**src/rtl/tle_pkg.sv**
```systemverilog
// Shared types, codes and constants for the console line editor.
package tle_pkg;

  // Width of the character count and of the delivered count field.
  localparam int CNT_W = 5;
  // Default depth of the line store.
  localparam int LINE_MAX_DEF = 16;

  // Control characters.
  localparam logic [7:0] CH_CR   = 8'h0D;
  localparam logic [7:0] CH_LF   = 8'h0A;
  localparam logic [7:0] CH_BS   = 8'h08;
  localparam logic [7:0] CH_KILL = 8'h15;
  localparam logic [7:0] CH_SP   = 8'h20;

  // Result kinds.
  localparam logic [1:0] KIND_ECHO  = 2'd0;
  localparam logic [1:0] KIND_BYTE  = 2'd1;
  localparam logic [1:0] KIND_COUNT = 2'd2;

  // Configuration register indexes.
  localparam logic [1:0] REG_CANON = 2'd0;
  localparam logic [1:0] REG_ECHO  = 2'd1;
  localparam logic [1:0] REG_LEN   = 2'd2;

  // Controller states.
  typedef enum logic [2:0] {
    S_IDLE,
    S_ER_BS1,
    S_ER_SP,
    S_ER_BS2,
    S_ECHO,
    S_RD,
    S_BYTE,
    S_CNT
  } state_t;

  // Class of an incoming input beat.
  typedef enum logic [1:0] {
    CLS_EOI,
    CLS_BS,
    CLS_KILL,
    CLS_STORE
  } in_cls_t;

  // Source of an emitted result.
  typedef enum logic [2:0] {
    SRC_BS,
    SRC_SP,
    SRC_CHAR,
    SRC_BYTE,
    SRC_COUNT
  } src_t;

  // Commands from the controller to the datapath.
  typedef struct packed {
    logic accept;
    logic store;
    logic cnt_dec;
    logic cnt_clr;
    logic mem_rd;
    logic idx_inc;
    logic emit;
    src_t src;
    logic last;
  } ctrl_cmd_t;

  // Status from the datapath to the controller.
  typedef struct packed {
    in_cls_t cls;
    logic    echo_en;
    logic    deliver_now;
    logic    count_zero;
    logic    count_one;
    logic    idx_last;
    logic    out_free;
  } dp_stat_t;

endpackage

```
**src/rtl/tle_dp.sv**
```systemverilog
// Datapath of the line editor: registers, line store, count and output register.
module tle_dp #(
  parameter int LINE_MAX = tle_pkg::LINE_MAX_DEF
) (
  input  logic                   clk,
  input  logic                   rst_n,
  input  logic                   cfg_we,
  input  logic [1:0]             cfg_index,
  input  logic [4:0]             cfg_wdata,
  input  logic [7:0]             in_char_in,
  input  logic                   in_end_of_input,
  input  logic                   out_ready,
  output logic                   out_valid,
  output logic [1:0]             out_result_kind,
  output logic [7:0]             out_byte_out,
  output logic [4:0]             out_read_count,
  output logic                   out_run_last,
  input  tle_pkg::ctrl_cmd_t     cmd,
  output tle_pkg::dp_stat_t      stat
);
  import tle_pkg::*;

  localparam int IDX_W = (LINE_MAX > 1) ? $clog2(LINE_MAX) : 1;
  localparam logic [CNT_W-1:0] LMAX = CNT_W'(LINE_MAX);

  logic             canon_r, echo_r;
  logic [4:0]       req_r;
  logic [CNT_W-1:0] cnt_r, cnt_nxt;
  logic [7:0]       char_r;
  logic [IDX_W-1:0] idx_r;
  logic [7:0]       rd_data_r;
  logic [7:0]       mem [LINE_MAX];

  logic             out_valid_r;
  logic [1:0]       kind_r;
  logic [7:0]       byte_r;
  logic [CNT_W-1:0] rcnt_r;
  logic             last_r;

  logic [7:0]       mapped;
  logic [CNT_W-1:0] cnt_after, eff_len;
  logic             room;

  // Configuration registers.
  always_ff @(posedge clk) begin
    if (!rst_n) begin
      canon_r <= 1'b1;
      echo_r  <= 1'b1;
      req_r   <= 5'd16;
    end else if (cfg_we) begin
      unique case (cfg_index)
        REG_CANON: canon_r <= cfg_wdata[0];
        REG_ECHO:  echo_r  <= cfg_wdata[0];
        REG_LEN:   req_r   <= cfg_wdata;
        default:   ;
      endcase
    end
  end

  // Decode the incoming character and work out whether it completes the line.
  always_comb begin
    mapped = (canon_r && in_char_in == CH_CR) ? CH_LF : in_char_in;
    room   = (cnt_r < LMAX);
    cnt_after = room ? cnt_r + CNT_W'(1) : cnt_r;
    if (req_r == 5'd0) eff_len = CNT_W'(1);
    else if (req_r > LMAX) eff_len = LMAX;
    else eff_len = req_r;

    if (in_end_of_input) stat.cls = CLS_EOI;
    else if (canon_r && in_char_in == CH_BS) stat.cls = CLS_BS;
    else if (canon_r && in_char_in == CH_KILL) stat.cls = CLS_KILL;
    else stat.cls = CLS_STORE;

    stat.echo_en     = echo_r;
    stat.deliver_now = (canon_r && mapped == CH_LF) || (cnt_after >= eff_len);
    stat.count_zero  = (cnt_r == '0);
    stat.count_one   = (cnt_r == CNT_W'(1));
    stat.idx_last    = (CNT_W'(idx_r) + CNT_W'(1) == cnt_r);
    stat.out_free    = !out_valid_r || out_ready;
  end

  // Character count.
  always_comb begin
    cnt_nxt = cnt_r;
    if (cmd.cnt_clr) cnt_nxt = '0;
    else if (cmd.store) cnt_nxt = cnt_after;
    else if (cmd.cnt_dec) cnt_nxt = cnt_r - CNT_W'(1);
  end

  always_ff @(posedge clk) begin
    if (!rst_n) cnt_r <= '0;
    else cnt_r <= cnt_nxt;
  end

  // Latched character and delivery index.
  always_ff @(posedge clk) begin
    if (cmd.accept) begin
      char_r <= mapped;
      idx_r  <= '0;
    end else if (cmd.idx_inc) begin
      idx_r <= idx_r + IDX_W'(1);
    end
  end

  // Line store: one write at accept, one registered read during delivery.
  always_ff @(posedge clk) begin
    if (cmd.store && room) mem[cnt_r[IDX_W-1:0]] <= mapped;
    if (cmd.mem_rd) rd_data_r <= mem[idx_r];
  end

  // Output register.
  always_ff @(posedge clk) begin
    if (!rst_n) out_valid_r <= 1'b0;
    else if (cmd.emit) out_valid_r <= 1'b1;
    else if (out_ready) out_valid_r <= 1'b0;
  end

  always_ff @(posedge clk) begin
    if (cmd.emit) begin
      last_r <= cmd.last;
      rcnt_r <= '0;
      case (cmd.src)
        SRC_BS:    begin kind_r <= KIND_ECHO;  byte_r <= CH_BS;     end
        SRC_SP:    begin kind_r <= KIND_ECHO;  byte_r <= CH_SP;     end
        SRC_CHAR:  begin kind_r <= KIND_ECHO;  byte_r <= char_r;    end
        SRC_BYTE:  begin kind_r <= KIND_BYTE;  byte_r <= rd_data_r; end
        default: begin
          kind_r <= KIND_COUNT;
          byte_r <= 8'd0;
          rcnt_r <= cnt_r;
        end
      endcase
    end
  end

  assign out_valid       = out_valid_r;
  assign out_result_kind = kind_r;
  assign out_byte_out    = byte_r;
  assign out_read_count  = rcnt_r;
  assign out_run_last    = last_r;

endmodule

```
**src/rtl/tle_ctrl.sv**
```systemverilog
// Controller state machine of the line editor.
module tle_ctrl (
  input  logic               clk,
  input  logic               rst_n,
  input  logic               in_valid,
  output logic               in_ready,
  input  tle_pkg::dp_stat_t  stat,
  output tle_pkg::ctrl_cmd_t cmd
);
  import tle_pkg::*;

  state_t state_r, state_nxt;
  logic   kill_r, kill_nxt;
  logic   dlv_r, dlv_nxt;

  // State and mode flags.
  always_ff @(posedge clk) begin
    if (!rst_n) begin
      state_r <= S_IDLE;
      kill_r  <= 1'b0;
      dlv_r   <= 1'b0;
    end else begin
      state_r <= state_nxt;
      kill_r  <= kill_nxt;
      dlv_r   <= dlv_nxt;
    end
  end

  // Next state and datapath commands.
  always_comb begin
    state_nxt = state_r;
    kill_nxt  = kill_r;
    dlv_nxt   = dlv_r;
    cmd       = '0;
    cmd.src   = SRC_BS;
    in_ready  = (state_r == S_IDLE);

    unique case (state_r)
      S_IDLE: begin
        if (in_valid) begin
          cmd.accept = 1'b1;
          case (stat.cls)
            CLS_EOI: state_nxt = S_RD;
            CLS_BS: begin
              if (!stat.count_zero) begin
                if (stat.echo_en) begin
                  kill_nxt  = 1'b0;
                  state_nxt = S_ER_BS1;
                end else begin
                  cmd.cnt_dec = 1'b1;
                end
              end
            end
            CLS_KILL: begin
              if (!stat.count_zero) begin
                if (stat.echo_en) begin
                  kill_nxt  = 1'b1;
                  state_nxt = S_ER_BS1;
                end else begin
                  cmd.cnt_clr = 1'b1;
                end
              end
            end
            default: begin
              cmd.store = 1'b1;
              dlv_nxt   = stat.deliver_now;
              if (stat.echo_en) state_nxt = S_ECHO;
              else if (stat.deliver_now) state_nxt = S_RD;
            end
          endcase
        end
      end
      // Erase triple: backspace, space, backspace.
      S_ER_BS1: begin
        if (stat.out_free) begin
          cmd.emit  = 1'b1;
          cmd.src   = SRC_BS;
          state_nxt = S_ER_SP;
        end
      end
      S_ER_SP: begin
        if (stat.out_free) begin
          cmd.emit  = 1'b1;
          cmd.src   = SRC_SP;
          state_nxt = S_ER_BS2;
        end
      end
      S_ER_BS2: begin
        if (stat.out_free) begin
          cmd.emit    = 1'b1;
          cmd.src     = SRC_BS;
          cmd.cnt_dec = 1'b1;
          cmd.last    = !kill_r || stat.count_one;
          state_nxt   = (kill_r && !stat.count_one) ? S_ER_BS1 : S_IDLE;
        end
      end
      // Echo of a stored character.
      S_ECHO: begin
        if (stat.out_free) begin
          cmd.emit  = 1'b1;
          cmd.src   = SRC_CHAR;
          cmd.last  = !dlv_r;
          state_nxt = dlv_r ? S_RD : S_IDLE;
        end
      end
      // Delivery: read one stored byte, then send it.
      S_RD: begin
        if (stat.count_zero) begin
          state_nxt = S_CNT;
        end else begin
          cmd.mem_rd = 1'b1;
          state_nxt  = S_BYTE;
        end
      end
      S_BYTE: begin
        if (stat.out_free) begin
          cmd.emit    = 1'b1;
          cmd.src     = SRC_BYTE;
          cmd.idx_inc = 1'b1;
          state_nxt   = stat.idx_last ? S_CNT : S_RD;
        end
      end
      S_CNT: begin
        if (stat.out_free) begin
          cmd.emit    = 1'b1;
          cmd.src     = SRC_COUNT;
          cmd.last    = 1'b1;
          cmd.cnt_clr = 1'b1;
          state_nxt   = S_IDLE;
        end
      end
      default: state_nxt = S_IDLE;
    endcase
  end

endmodule

```
**src/rtl/tty_line_editor.sv**
```systemverilog
// Top level of the console line editor.
// Takes one console character per input beat and sends its results one beat per cycle at
// most through a registered output. An input beat is taken only when the previous one has
// finished. With echo on, a stored character is followed by its echo, and each character
// erased by a backspace or a kill by the echo bytes backspace, space, backspace. A line
// delivery reads each stored byte from the registered line store and then sends it,
// followed by the count; an empty line sends only the count. With the default depth the
// longest kill erases 15 characters, and output stalls hold up any of these steps.
// Configuration may only be written while no beat is in progress.
module tty_line_editor #(
  parameter int LINE_MAX = tle_pkg::LINE_MAX_DEF
) (
  input  logic       clk,
  input  logic       rst_n,
  input  logic       cfg_we,
  input  logic [1:0] cfg_index,
  input  logic [4:0] cfg_wdata,
  input  logic       in_valid,
  output logic       in_ready,
  input  logic [7:0] in_char_in,
  input  logic       in_end_of_input,
  output logic       out_valid,
  input  logic       out_ready,
  output logic [1:0] out_result_kind,
  output logic [7:0] out_byte_out,
  output logic [4:0] out_read_count,
  output logic       out_run_last
);
  import tle_pkg::*;

  ctrl_cmd_t cmd;
  dp_stat_t  stat;

  // Sequencing.
  tle_ctrl u_ctrl (
    .clk      (clk),
    .rst_n    (rst_n),
    .in_valid (in_valid),
    .in_ready (in_ready),
    .stat     (stat),
    .cmd      (cmd)
  );

  // Storage and result formation.
  tle_dp #(
    .LINE_MAX (LINE_MAX)
  ) u_dp (
    .clk             (clk),
    .rst_n           (rst_n),
    .cfg_we          (cfg_we),
    .cfg_index       (cfg_index),
    .cfg_wdata       (cfg_wdata),
    .in_char_in      (in_char_in),
    .in_end_of_input (in_end_of_input),
    .out_ready       (out_ready),
    .out_valid       (out_valid),
    .out_result_kind (out_result_kind),
    .out_byte_out    (out_byte_out),
    .out_read_count  (out_read_count),
    .out_run_last    (out_run_last),
    .cmd             (cmd),
    .stat            (stat)
  );

endmodule
```
**config.mk**
```make
export PLATFORM = sky130hd
export DESIGN_NAME = tty_line_editor
export DESIGN_NICKNAME = d
export VERILOG_FILES = /design/src/rtl/tle_pkg.sv /design/src/rtl/tle_dp.sv /design/src/rtl/tle_ctrl.sv /design/src/rtl/tty_line_editor.sv
export SDC_FILE = /design/constraint.sdc
export NUM_CORES = 1
export LEC_CHECK = 0
export ABC_AREA = 1
export BUFFER_PORTS_ARGS = -buffer_cell sky130_fd_sc_hd__buf_4
export CAP_MARGIN = 5
export CORE_MARGIN = 5
export CORE_UTILIZATION = 50
export CTS_CLUSTER_DIAMETER = 40
export DETAILED_ROUTE_END_ITERATION = 7
export PLACE_DENSITY = 0.67
export SYNTH_ARGS = -nofsm -noshare
export SYNTH_HDL_FRONTEND = slang
export SYNTH_SLANG_ARGS = --single-unit
```
**constraint.sdc**
```tcl
create_clock -name clk -period 5.74 [get_ports clk]
set_input_delay 1.148 -clock clk [delete_from_list [all_inputs] [get_ports clk]]
set_output_delay 1.148 -clock clk [all_outputs]
set_load 0.03 [all_outputs]
```
==> results.yml <==
power:
  swShare_pct: 36.60
  powerDensity_mw_per_mm2: 475.0
  switchingPower_mw: 1.575
  power.leakage_nw: 3.245
  irDropWorstVdd_mv: 0.2452
  pwr-share-clk_pct: 26.5
  comb_power_share_pct: 31.7
  power.total_mw: 4.304
  seqPwrFrac_pct: 41.8
  internal_power_mw: 2.729
synthesis:
  synth.area.top_cells: "edfxtp_1 (60%), dfxtp_1 (5.5%), nor2_1 (4.9%)"
  ys_ff_latch: 182
  synth.avg_cell_area_um2: 11.74
  synthCells: 685
  yosysTopAreaCell: "edfxtp_1"
  syn_nets: 720
  synth_flop_cell: "edfxtp_1"
  synth_edf_count: 160
  async_flop_share_pct: 0
  yosys_warnings: 0
  ys_seq_area_share_pct: 65.21
  synth_cell_types: 47
  netlist_area_mm2: 0.008043
  synth_top_area_share_pct: 59.74
clocking:
  cts-root-buf: "clkbuf_16"
  clock-sinks: 182
  cts_hold_buf: 0
  clk_latency_ns: 0.43
  cts_setup_buffers: 0
  clockBufferDepth: 2
  tritoncts: "built"
  clk_pin_slew_worst_paths_ns: 0.07
  cts_resized: 0
  cts_buffers: 17
  h-tree-depth: 4
grt:
  antenna_found_initial: 0
  grt_start_max_net_pins: 69
  grt_pass1_wl_um: 28280
  grt.total_usage_pct: 20.24
  grt_pass1_vias: 5301
  globalRouteOverflowTotal: 0
layout:
  layout-drive-gt1-share_pct: 14.05
  nNetsFinal: 748
  final_util_pct: 57.25
  diodes: 0
  n_fill_cell: 1296
  final_common_cell: "edfxtp_1"
  syn2layout_area_growth_pct: 12.66
  ff_latch_area_mm2: 0.005248
  layout_common_cells: "edfxtp_1 (160), nor2_1 (102), nand2_1 (78)"
  multi_input_area_mm2: 0.002412
floorplan:
  initial_core_util_pct: 50.81
  die_h_um: 136.8
  dieWidth_um: 136.8
  dieArea_mm2: 0.01872
  io_pins: 39
  core-area_mm2: 0.01583
  rows: 46
timing:
  tightestPinTransition_ns: 1.077
  maxSlewHeadroom_pct: 28.20
  totalNegativeSetupSlack_ns: 0
  fmax_mhz: 328.9
  hold_viol: 0
  rsz0062_at_grt: "no"
  finalSetupViolCount: 0
  fin_crit_sh_pct: 52.97
  fin_ws_ns: 2.700
  clock-skew-final_ns: 0.01042
  fin_crit_ns: 3.040
  report.final.slew_viol_count: 0
setup_path:
  start_kind: "primary input"
  r2r_cells: 13
  critPathArrivalTime_ns: 3.10
  critical_path_class: "primary input to register"
  required_ns: 5.80
  cp-end-kind: "register"
  crit_fanout: 18
place:
  dp_slack_ns: 2.240
  port_buffers: 38
  dp_hpwl_um: 12140
  place.gp.congestion: 0.9097
run:
  maxCapViolCount: 0
drt:
  drc: 0
  avgRoutedWirePerCell_um: 18.82
  wirelength_um: 17730
  postRouteAntennaNets: 0
  drtIter0Drc: 611
  via_per_inst: 5.632
  vias: 5305
  drtPass1Iterations: 5
status:
  run_status: "finished clean"
min_path:
  hp-class: "register to register"
  whs_path_depth: 2
## per-stage QoR
step	cell area, µm²	cells	hold slack, ns
finish	9061	942	0.4802
global placement	8479	910	0.4582
CTS	9061	942	0.4852
global route	9061	942	0.5195
floorplan	8043	685	0.4376
detailed placement	8479	910	0.4596
## worst max-delay path, stage by stage
cell     delay (ns)
buf_4          0.22
nor2_1         0.12
nand2_1        0.09
nor2_1         0.05
nand2_1        0.07
nand2_1        0.06
inv_1          0.08
ha_1           0.27
nand2_8        0.13
nor2_4         0.15
nand2_1        0.14
nor2_1         0.57
## per-layer routing
| layer | share of wire (%) | wire length [µm] | GRT usage, % | vias up |
|---|---|---|---|---|
| met2 | 50 | 8867 | 33.76 | 187 |
| met1 | 41 | 7310 | 26.46 | 2558 |
| met3 | 6.0 | 1062 | 3.309 | 36 |
| met5 | 0 | 0 | 0 | - |
| li1 | - | - | - | 2524 |
| met4 | 2.7 | 486 | 8.370 | 0 |
## Yosys cell counts, types with 2 or more instances
cell,number
xor2_1,6
ha_1,14
buf_2,8
mux2i_1,25
buf_4,4
o32ai_1,7
dfxtp_1,22
inv_1,45
a21oi_2,4
nand3_1,35
nand2_4,2
o211ai_1,10
nand2_8,2
a21oi_1,21
nand2_2,2
edfxtp_1,160
o221ai_1,25
a22o_1,6
o22ai_1,3
nand4_1,4
nor2_4,2
o21ai_1,2
inv_2,5
nor3_1,5
nand2_1,78
nor2_1,104
o21ai_0,46
clkbuf_1,19
## cells by family after synthesis
group | count (synthesis) | synth area share, %
AOI/OAI and AO/OA | 129 | 10.66
xor gates and xnor gates | 7 | 0.7623
adders and majority gates | 14 | 2.178
buffers and inverters | 88 | 4.854
DFF | 182 | 65.21
muxes | 25 | 3.111
and+or+nand+nor | 240 | 13.22
## cell type report
| type | instances | area share (%) |
|---|---|---|
| clock buffer | 19 | 4.778 |
| clock inverter | 13 | 1.643 |
| sequential | 182 | 57.91 |
| tap | 216 | 2.983 |
| inverter | 55 | 2.582 |
| timing repair buffer | 42 | 3.480 |
| multi-input combinational | 415 | 26.62 |
## power groups by stage
stage               combinational, mW  sequential [mW]  clock, mW
global route                     1.49             1.82       1.21
detailed placement               1.36             1.83          0
global placement                 1.33             1.82          0
CTS                              1.37             1.80       1.15
floorplan                       0.945             1.82          0
finish                           1.36             1.80       1.14
## sequential cells by signal, indices dropped and copies added (netlist names), 3 cells and up
signal / flops
u_dp.mem: 128
u_dp.char_r: 8
u_dp.out_byte_out: 8
u_dp.rd_data_r: 8
u_dp.cnt_r: 5
u_dp.out_read_count: 5
u_dp.req_r: 5
u_dp.idx_r: 4
u_ctrl.state_r: 3
## path summary, 6_finish.rpt
check / start / end / slack (ns)
worst max-delay path: in_char_in[6] / u_dp.mem[2][1] / 2.70
worst min-delay path: u_dp.req_r[0] / u_dp.req_r[0] / 0.48
worst max register to register: u_dp.cnt_r[1] / u_ctrl.state_r[0] / 3.16
worst min register to register: u_dp.req_r[0] / u_dp.req_r[0] / 0.48
Note: power is estimated with default switching activity, not from simulation.
